--- src/sv/variable_record_ring_allocator_defines.svh ---
// Assertion macros shared by the ring allocator modules.
`ifndef VARIABLE_RECORD_RING_ALLOCATOR_DEFINES_SVH
`define VARIABLE_RECORD_RING_ALLOCATOR_DEFINES_SVH
`ifndef SYNTHESIS
`define VRRA_ASSERT_IMP(lbl, ck, rs, ante, cons) \
  lbl: assert property (@(posedge ck) disable iff (rs) (ante) |-> (cons)) \
    else $error("vrra: same-cycle check failed");
`define VRRA_ASSERT_NXT(lbl, ck, rs, ante, cons) \
  lbl: assert property (@(posedge ck) disable iff (rs) (ante) |=> (cons)) \
    else $error("vrra: next-cycle check failed");
`else
`define VRRA_ASSERT_IMP(lbl, ck, rs, ante, cons)
`define VRRA_ASSERT_NXT(lbl, ck, rs, ante, cons)
`endif
`endif

--- src/sv/vrra_pkg.sv ---
// Types, codes and controller/datapath interface structs for the ring allocator.
package vrra_pkg;

  localparam int SIZE_W   = 12;
  localparam int OFFSET_W = 12;
  localparam int LENGTH_W = 12;
  localparam int MODE_W   = 2;
  localparam int STATUS_W = 2;

  typedef enum logic [MODE_W-1:0] {
    MODE_RESERVE = 2'd0,
    MODE_COMMIT  = 2'd1,
    MODE_PEEK    = 2'd2,
    MODE_RELEASE = 2'd3
  } mode_t;

  typedef enum logic [STATUS_W-1:0] {
    ST_OK      = 2'd0,
    ST_NO_ROOM = 2'd1,
    ST_EMPTY   = 2'd2
  } status_t;

  typedef enum logic [1:0] {
    OUT_NONE,
    OUT_WRITE,
    OUT_PEEK
  } out_kind_t;

  typedef enum logic [2:0] {
    S_IDLE,
    S_CALC,
    S_RSV_CHK,
    S_RSV_WR,
    S_RD,
    S_REL,
    S_RESP
  } state_t;

  typedef struct packed {
    logic      in_load;
    logic      need_load;
    logic      need_from_mem;
    logic      commit_do;
    logic      rd_first;
    logic      rd_base;
    logic      rsv_wrap;
    logic      rsv_write;
    logic      rel_do;
    logic      out_load;
    status_t   out_status;
    out_kind_t out_kind;
  } cmd_t;

  typedef struct packed {
    mode_t mode;
    logic  size_zero;
    logic  empty;
    logic  pending;
    logic  rsv_fail;
    logic  rsv_wrap;
    logic  rd_mark;
    logic  out_busy;
  } sts_t;

endpackage

--- src/sv/vrra_ctrl.sv ---
// Ring allocator controller: operation sequencer driving the datapath.
`include "variable_record_ring_allocator_defines.svh"
module vrra_ctrl (
  input  logic           clk,
  input  logic           rst,
  input  logic           in_valid,
  output logic           in_ready,
  output vrra_pkg::cmd_t cmd,
  input  vrra_pkg::sts_t sts
);
  import vrra_pkg::*;

  state_t    state, state_next;
  status_t   resp_status, resp_status_next;
  out_kind_t resp_kind, resp_kind_next;

  always_ff @(posedge clk) begin
    if (rst) begin
      state       <= S_IDLE;
      resp_status <= ST_OK;
      resp_kind   <= OUT_NONE;
    end else begin
      state       <= state_next;
      resp_status <= resp_status_next;
      resp_kind   <= resp_kind_next;
    end
  end

  always_comb begin
    state_next       = state;
    resp_status_next = resp_status;
    resp_kind_next   = resp_kind;
    cmd              = '0;
    in_ready         = 1'b0;
    unique case (state)
      S_IDLE: begin
        in_ready = 1'b1;
        if (in_valid) begin
          cmd.in_load = 1'b1;
          state_next  = S_CALC;
        end
      end
      S_CALC: begin
        unique case (sts.mode) inside
          MODE_RESERVE: begin
            cmd.need_load = 1'b1;
            if (sts.size_zero) begin
              resp_status_next = ST_NO_ROOM;
              resp_kind_next   = OUT_NONE;
              state_next       = S_RESP;
            end else begin
              state_next = S_RSV_CHK;
            end
          end
          MODE_COMMIT: begin
            cmd.commit_do    = sts.pending;
            resp_status_next = ST_OK;
            resp_kind_next   = OUT_NONE;
            state_next       = S_RESP;
          end
          MODE_PEEK, MODE_RELEASE: begin
            if (sts.empty) begin
              resp_status_next = ST_EMPTY;
              resp_kind_next   = OUT_NONE;
              state_next       = S_RESP;
            end else begin
              cmd.rd_first = 1'b1;
              state_next   = S_RD;
            end
          end
          default: state_next = S_IDLE;
        endcase
      end
      S_RSV_CHK: begin
        if (sts.rsv_fail) begin
          resp_status_next = ST_NO_ROOM;
          resp_kind_next   = OUT_NONE;
          state_next       = S_RESP;
        end else begin
          cmd.rsv_wrap = sts.rsv_wrap;
          state_next   = S_RSV_WR;
        end
      end
      S_RSV_WR: begin
        cmd.rsv_write    = 1'b1;
        resp_status_next = ST_OK;
        resp_kind_next   = OUT_WRITE;
        state_next       = S_RESP;
      end
      S_RD: begin
        if (sts.rd_mark) begin
          // wrap mark at the read point: restart from the front
          cmd.rd_base = 1'b1;
        end else if (sts.mode == MODE_PEEK) begin
          resp_status_next = ST_OK;
          resp_kind_next   = OUT_PEEK;
          state_next       = S_RESP;
        end else begin
          cmd.need_load     = 1'b1;
          cmd.need_from_mem = 1'b1;
          state_next        = S_REL;
        end
      end
      S_REL: begin
        cmd.rel_do       = 1'b1;
        resp_status_next = ST_OK;
        resp_kind_next   = OUT_NONE;
        state_next       = S_RESP;
      end
      S_RESP: begin
        if (!sts.out_busy) begin
          cmd.out_load   = 1'b1;
          cmd.out_status = resp_status;
          cmd.out_kind   = resp_kind;
          state_next     = S_IDLE;
        end
      end
      default: state_next = S_IDLE;
    endcase
  end

  `VRRA_ASSERT_IMP(a_no_result_overwrite, clk, rst, cmd.out_load, !sts.out_busy)
  `VRRA_ASSERT_NXT(a_accept_leaves_idle, clk, rst, in_valid && in_ready, state != S_IDLE)
  `VRRA_ASSERT_NXT(a_result_returns_idle, clk, rst, cmd.out_load, state == S_IDLE)

endmodule

--- config.mk ---
export PLATFORM = sky130hd
export DESIGN_NAME = vrra_ctrl
export DESIGN_NICKNAME = d
export VERILOG_FILES = /design/src/sv/vrra_pkg.sv /design/src/sv/vrra_ctrl.sv
export VERILOG_INCLUDE_DIRS = /design/src /design/src/sv
export SDC_FILE = /design/constraint.sdc
export NUM_CORES = 1
export LEC_CHECK = 0
export ABC_AREA = 1
export BUFFER_PORTS_ARGS = -buffer_cell sky130_fd_sc_hd__buf_2
export CORE_AREA = 2 2 39 41
export CTS_CLUSTER_SIZE = 25
export DETAILED_ROUTE_END_ITERATION = 6
export DIE_AREA = 0 0 41 43
export GPL_TIMING_DRIVEN = 0
export PLACE_DENSITY_LB_ADDON = 0.08
export SLEW_MARGIN = 20
export SYNTH_ARGS = -nofsm -noshare
export SYNTH_HDL_FRONTEND = slang
export SYNTH_SLANG_ARGS = --single-unit
--- constraint.sdc ---
create_clock -name clk -period 2.2 [get_ports clk]
set_input_delay 0.44 -clock clk [delete_from_list [all_inputs] [get_ports clk]]
set_output_delay 0.44 -clock clk [all_outputs]
set_load 0.005 [all_outputs]
After elaboration in Yosys (flattened, before gate mapping)
Index checks and enable logic that the tools add are counted.
Storage, ports and cells
  register bits after elaboration: 7
  output and inout port bits: 15
  logic and storage cells: 72
Operators by class
  equality and inequality tests: 17
  muxes and demuxes: 43
  reductions and logical operators: 9
Operators by type and width (number)
  2-bit two-way mux: 15
  3-bit one-hot mux with 6 select lines: 1
  3-bit two-way mux: 5
  1-bit two-way mux: 14
  7-bit AND reduction: 2
  2-bit one-hot mux with 3 select lines: 2
  5-bit two-way mux: 2
  2-bit != test, second input constant: 5
  2-bit one-hot mux with 5 select lines: 1
  3-bit == test, second input constant: 3
  3-bit one-hot mux with 3 select lines: 1
  2-bit one-hot mux with 4 select lines: 1
  3-bit by 2-bit == test with 1-bit output, second input constant: 2
  3-bit != test, second input constant: 2
  5-bit nonzero test: 1
  2-bit == test, second input constant: 2
  4-bit by 3-bit != test with 1-bit output, second input constant: 1
  4-bit nonzero test: 1
  2-bit OR reduction: 2
  3-bit by 1-bit == test with 1-bit output, second input constant: 1
  3-bit zero test: 1
  3-bit AND reduction: 1
  2-bit by 1-bit == test with 1-bit output, second input constant: 1
  2-bit zero test: 1
  1-bit one-hot mux with 2 select lines: 1

Logic depth before layout (Yosys ltp)
Gate-level depths: netlist (run 1).
  depth in word-level cells: 4
  gate-level depth with buffers: 9

Worst setup path before layout (run 1)
Ideal clock, no wire load.
  path type: register -> output
  start: reg state[2]
  end: out cmd[0] (netlist name)
  data arrival time: 989 ps
  setup slack: 771 ps
  stages on the path, launching flop included: 8
  buffers on the path: 1
  cell sequence: dfxtp_1 > buf_6 > nand2_1 > nor2_1 > inv_1 > nor2_1 > inv_1 > nor2_1
RTL lines
  start, declared: RTL line vrra_ctrl.sv:13  | state_t state, state_next;
  start signal, assigned: RTL line vrra_ctrl.sv:23  | state <= state_next;
  end, declared: RTL line vrra_ctrl.sv:8  | output vrra_pkg::cmd_t cmd,

==> key figures, run 1 <==
Outcome
  • Result of the run: complete, no violations

Drt
  • Detail-routed net length per standard cell: between 9 and 10 um
  • Remaining DRCs: 0
  • Router iterations before antenna repair: 4
  • Via density per instance: 4.73
  • Final antenna-violating net count: 0
  • Total wirelength of the detailed-routed design: 1410 um
  • Count of vias placed by the detailed router: around 710
  • DRC marker count from the first detailed-route iteration: 11

Floorplan
  • Std-Cell Rows: 14
  • Die height: about 43 um
  • Die area: 1760 um^2
  • Number of I/O pins: 27
  • Starting utilization of the core area: 45.6%
  • Floorplan core area: roughly 1400 um^2
  • Horizontal extent of the die: 41 um

Finish
  • Final layout net count: 148
  • Most common cell after layout, fill and taps aside: buf_2
  • Total area of multi-input combinational cells: 378 um^2
  • Final core occ: 58.3%
  • Fraction of final layout cells with drive strength greater than 1: 35.6%
  • Antenna Diode Count: 0
  • Design area: slightly above 800 um^2
  • Highest-count cells in the layout ignoring fill and taps: buf_2, nand2_1, inv_1
  • Register cell area after layout: around 140 um^2
  • Non-filler instance count after layout: 151
  • Area growth from synthesis to final layout: 28.0%
  • Number of filler instances in the final layout: 153

Synthesis
  • Total nets after synthesis: 117
  • Number of library cell types mapped by synthesis: 21
  • Warning count from the yosys run: 0
  • Area contributors post-synth: dfxtp_1, nand2_1, inv_1
  • Flops & latches, synth: 7
  • Area leader, netlist: dfxtp_1
  • Synth Area per Inst: 6.01 um^2
  • Share of the yosys chip area belonging to registers: 22.2%
  • Portion of netlist area occupied by mux cells: 0%
  • Simple-gate share of the synthesized area: ~47%
  • Fraction of the mapped netlist area in compound gates: 11.7%
  • Post-Synthesis Cells: 105
  • Portion of synthesized cell area occupied by the leading cell type: 22.2%
  • Cell Area, Synth: 631 um^2
  • Adder-cell area share of the yosys netlist: 0%
  • Combinational family with the most area after synthesis: simple AND/OR/NAND/NOR gates
  • Share of the synthesized netlist area taken by xor and xnor gates: 1.39%

Run
  • # Max-Cap Violations: 0

Power
  • Portion of total power attributed to the clock network: roughly an eighth
  • P_sw: 0.455 mW
  • Sw Share: 48.9%
  • Internal Dissipation: between 0.4 and 0.5 mW
  • Max rail drop VDD: 0.536 mV
  • Reported leakage power: 0.441 nW
  • Combinational share of power: 66.3%
  • Sequential group share of total power: 21.3%
  • Power density over cell area: between 1000 and 1500 nW/um^2

Clock network
  • Total CTS buffers: 3
  • # hold bufs at CTS: 0
  • TritonCTS Sinks: 7
  • Clock latency reported for the late side of the worst-skew pair: ~0.25 ns
  • CTS Root Cell: clkbuf_4
  • Number of buffers on the longest clock path: 2
  • CTS tree: done
  • Number of instances resized during post-cts repair: 0
  • Htree depth: 1
  • Clock-pin slew on the worst setup and hold paths: 0.05 ns
  • Post-CTS Setup Repair Bufs: 0

Critical path
  • Critical path peak fanout: 8
  • Reg-to-Reg Start: state[0]
  • Arrival time at the worst endpoint: 1.39 ns
  • Crit path launch: state[0]
  • Buffer and inverter count on the worst path: 3
  • Type of origin of the critical path: flop
  • WS Path Type: reg -> out
  • Worst EP required: 1.76 ns
  • Crit end category: primary output
  • Biggest cell delay along the critical path: roughly 0.31 ns
  • Dominant delay contributor by cell family on the critical path: buffers and inverters
  • Critical-path top delay cell: dfxtp_1
  • Critical path, cell by cell: buf_6 -> nor2_1 -> nand2_2 -> a21oi_2 -> inv_1 -> o22ai_1 -> buf_2

Placed design
  • Final Wtd Congestion: approximately 0.85
  • Half-perimeter wire length after detailed placement: between 1000 and 1500 um
  • Post-place instance area: about 780 um^2
  • DP Cell Count: approximately 150
  • Port Buffers: 26

Timing
  • Largest clock skew in the final design: 0.000135 ns
  • Setup repair after global routing missed its margin: no
  • Fmax achieved: 545 MHz
  • Worst rel slew slack: around 85%
  • Period utilization: between 80% and 90%
  • Setup TNS: 0 ns
  • Worst-Margin Slew: roughly 0.22 ns
  • Final hold violation count: 0
  • Time the worst path needs with I/O delays and setup: between 1.5 and 2 ns
  • Setup violations, final: 0
  • Number of max-slew violations in the final report: 0

Global route
  • Initial antenna violation count: 0
  • Vias in the first global route: 584
  • First-pass GRT wire length: around 2300 um
  • Aggregate global routing overflow: 0
  • Maximum number of pins on one net before global-route repair: 11
  • All-Layer GR Usage: 19.4%

Hold path
  • Worst min path class: in -> reg
  • Hold Path Origin: rst
-- path summary, 6_finish.rpt --
| check | slack (ns) | cells after the start | to |
|---|---|---|---|
| worst min-delay path | 0.45 | 2 | resp_kind[1] |
| worst max-delay path | 0.37 | 7 | cmd[12] |
| worst min register to register | 0.46 | 2 | resp_status[1] |
| worst max register to register | 0.92 | 9 | resp_kind[0] |
-- synth_stat cells, drive strengths merged --
cell and number:
inv 22, nand2 24, xor2 1, o22ai 1, nor3 1, o21ai 3
dfxtp 7, nor2 22, nand3 11, buf 3, nand4 1, a21oi 9
-- final cells by class --
type / count / share of cell area (%)
Timing Repair Buffer: 26 / 16.1
Inverter: 22 / 10.2
Clock buffer: 4 / 3.26
Multi-Input combinational cell: 73 / 46.8
Tap cell: 16 / 2.48
Sequential cell: 7 / 17.4
Buffer: 3 / 3.72
-- power groups by stage --
stage          clock (mW)  sequential [mW]  combinational [mW]
2_1_floorplan           0            0.194               0.484
3_3_place_gp            0            0.198               0.615
3_5_place_dp            0            0.198               0.618
4_1_cts             0.120            0.198               0.620
5_1_grt             0.125            0.205               0.693
6_report            0.115            0.198               0.618
-- per-stage QoR --
| stage | setup WS (ns) | hold WS, ns | power (mW) |
|---|---|---|---|
| 4_1_cts | 0.356 | 0.439 | 0.938 |
| 6_report | 0.365 | 0.449 | 0.931 |
| 3_5_place_dp | 0.639 | 0.452 | 0.816 |
| 5_1_grt | 0.181 | 0.444 | 1.02 |
| 3_3_place_gp | 0.649 | 0.449 | 0.812 |
| 2_1_floorplan | 0.771 | 0.433 | 0.678 |
-- cell families after synthesis --
kind of cell | count (synthesis)
AOI/OAI and AO/OA | 13
buffers and inverters | 25
and+or+nand+nor | 59
xor gates and xnor gates | 1
DFF | 7
-- layer usage --
metal  track usage [%]  routed length, um  vias to the layer above
met5                 0                  0                        -
met4              12.0                 37                        0
met3              3.14                 70                        4
met2              29.1                665                       23
met1              24.4                639                      307
li1                  -                  -                      380
-- flip-flops by register name, indices dropped and copies added (netlist names) --
signal       count
state            3
resp_kind        2
resp_status      2
Note: power is estimated with default switching activity, not from simulation.
==> run 2, diff against run 1 <==
- CORE_AREA: 2 2 39 41 -> unset
- CORE_MARGIN: unset -> 2
- CORE_UTILIZATION: unset -> 41
- DIE_AREA: 0 0 41 43 -> unset
- clock period: 2.2 -> 1.5 ns (I/O delays scaled with it)
==> run 2 against run 1 <==
Compared with the run above: the flow now finishes with violations (negative setup slack); die area grew 6.0%; sequential share of layout area shrank 1.8 points; worst hold slack lost 0.15 ns; first-iteration DRC count shrank 27%; clock skew grew 0.0014 ns; setup slack lost 0.41 ns; combinational power grew 83%; total power grew 76%; via count grew 5.6%; design area grew 18%; count of clock-buffer cells in the layout is the same; largest cell class unchanged; highest routed layer is now met3.
==> key figures, run 2 (synthesis results as in run 1) <==
Global route
  • Maximum number of pins on one net before global-route repair: 9
  • Aggregate global routing overflow: 0
  • Initial antenna violation count: 0
  • Vias in the first global route: 658
  • First-pass GRT wire length: 2620 um
  • All-Layer GR Usage: 18.0%

Clock network
  • TritonCTS Sinks: 7
  • Htree depth: 1
  • Clock-pin slew on the worst setup and hold paths: 0.05 ns
  • CTS tree: done
  • Number of buffers on the longest clock path: 2
  • Clock latency reported for the late side of the worst-skew pair: 0.25 ns
  • CTS Root Cell: clkbuf_4
  • Total CTS buffers: 3

Finish
  • Final core occ: 64.6%
  • Highest-count cells in the layout ignoring fill and taps: buf_2, nand2_1, inv_1
  • Design area: 951 um^2
  • Max reg flops: 3
  • Fraction of final layout cells with drive strength greater than 1: between 40 and 50%
  • Final layout net count: 158
  • Antenna Diode Count: 0
  • Most common cell after layout, fill and taps aside: buf_2
  • Area growth from synthesis to final layout: 50.8%
  • Largest registers: state: 3 flops, resp_kind: 2 flops, resp_status: 2 flops
  • Register ranked first by flip-flop count: state
  • Non-filler instance count after layout: around 160

Outcome
  • Violated checks: negative setup slack
  • Result of the run: finished with violations

Run
  • # Max-Cap Violations: 0

Power
  • Max rail drop VDD: between 0.7 and 0.8 mV
  • Power density over cell area: 1720 nW/um^2
  • Reported leakage power: slightly above 0.5 nW
  • Power Total: 1.64 mW

Placed design
  • DP Cell Count: 147
  • Half-perimeter wire length after detailed placement: 1180 um
  • Setup Slack @ Placement: between 0.05 and 0.06 ns
  • Final Wtd Congestion: 0.781
  • Post-place instance area: 781 um^2
  • Port Buffers: 26

Critical path
  • WS Path Type: reg -> out
  • Reg-to-Reg Start: state[0]
  • Type of origin of the critical path: flop
  • Minimum setup slack among reg-to-reg paths: 0.10 ns
  • Worst EP required: 1.20 ns
  • Reg-to-reg critical path endpoint: resp_status[1]
  • Depth of the worst register-to-register path: 10
  • Crit end category: primary output
  • Critical path peak fanout: 7
  • Arrival time at the worst endpoint: about 1.3 ns

Drt
  • Via density per instance: 4.68
  • Count of vias placed by the detailed router: between 700 and 800
  • Detail-routed net length per standard cell: 9.89 um
  • DRC marker count from the first detailed-route iteration: 8
  • Final antenna-violating net count: 0
  • Router iterations before antenna repair: 4
  • Total wirelength of the detailed-routed design: 1590 um
  • Remaining DRCs: 0

Timing
  • Number of max-slew violations in the final report: 0
  • Worst-Margin Slew: ~0.19 ns
  • Slack of the critical path: -0.0470 ns
  • Final hold violation count: 0
  • Largest clock skew in the final design: 0.00153 ns
  • Period utilization: 103%
  • Worst rel slew slack: 87.1%
  • Setup violations, final: 3
  • Fmax achieved: roughly 650 MHz
  • Setup repair after global routing missed its margin: yes
  • Time the worst path needs with I/O delays and setup: 1.55 ns

Floorplan
  • Std-Cell Rows: 14
  • Die area: approximately 1900 um^2
  • Die height: 43.2 um
  • Starting utilization of the core area: 42.9%
  • Floorplan core area: 1470 um^2
  • Horizontal extent of the die: roughly 43 um
  • Number of I/O pins: 27

Hold path
  • Hold Path Origin: rst
  • Hold-critical path depth: 2
  • Worst hold path endpoint: state[2]
  • Worst min path class: in -> reg
-- run 2: cell count changes in the layout (fill, tap and decap cells not counted), moves of 3 or more --
cell / previous run / this run
nor2_1: 17 / 12
nor2_4: 2 / 6
inv_1: 19 / 16
buf_4: 1 / 12
-- run 2: what timing repair did --
action	in CTS	in global routing
pin swaps	6	6
gates cloned	0	0
endpoints found under the hold margin	0	0
hold buffers	0	0
setup buffers	7	4
gates resized for setup	7	16
setup endpoints to repair	9	17
-- run 2: routing by layer --
layer	up-vias	GRT usage (%)	wire (um)
met2	18	29.0	776
met4	0	2.42	0
met1	329	23.4	723
met3	0	6.81	92
met5	-	0	0
li1	407	-	-
-- run 2: final cells by class --
class	instances	area [um^2]
multi-input cells	73	434
inverters	22	85.1
clock buffers	4	26.3
flip-flops and latches	7	148
well taps	16	20.0
plain buffers	2	18.8
repair buffers	37	219
fillers	150	520
-- run 2: how the worst max path moves through the flow --
stage	end	startpoint	cells past startpoint	slack, ns
global route	cmd[12]	state[0]	7	-0.12
floorplan	cmd[0]	state[2]	7	0.21
finish	cmd[12]	state[0]	7	-0.05
global placement	cmd[12]	state[0]	7	0.1
CTS	cmd[2]	state[2]	8	-0.13
detailed placement	cmd[2]	state[2]	8	0.05
-- run 2: critical path, stage by stage, from the launching register on --
cell and delay [ns]:
dfxtp_1 0.30, buf_6 0.14, nor2_4 0.08, nand2_2 0.07
a21oi_2 0.14, inv_2 0.07, o22ai_2 0.08, buf_2 0.12
-- run 2: metrics by stage --
step	setup TNS (ns)	hold slack (ns)
after detailed placement	0	0.452
final	-0.0926	0.295
after global routing	-0.706	0.309
after global placement	0	0.451
after floorplan	0	0.369
after CTS	-0.835	0.289
-- run 2: report_power, final --
| group | leakage [nW] | internal, mW | switching (mW) |
|---|---|---|---|
| registers | 0.0585 | 0.265 | 0.0780 |
| clock network | 0.0150 | 0.101 | 0.0688 |
| logic | 0.440 | 0.499 | 0.627 |
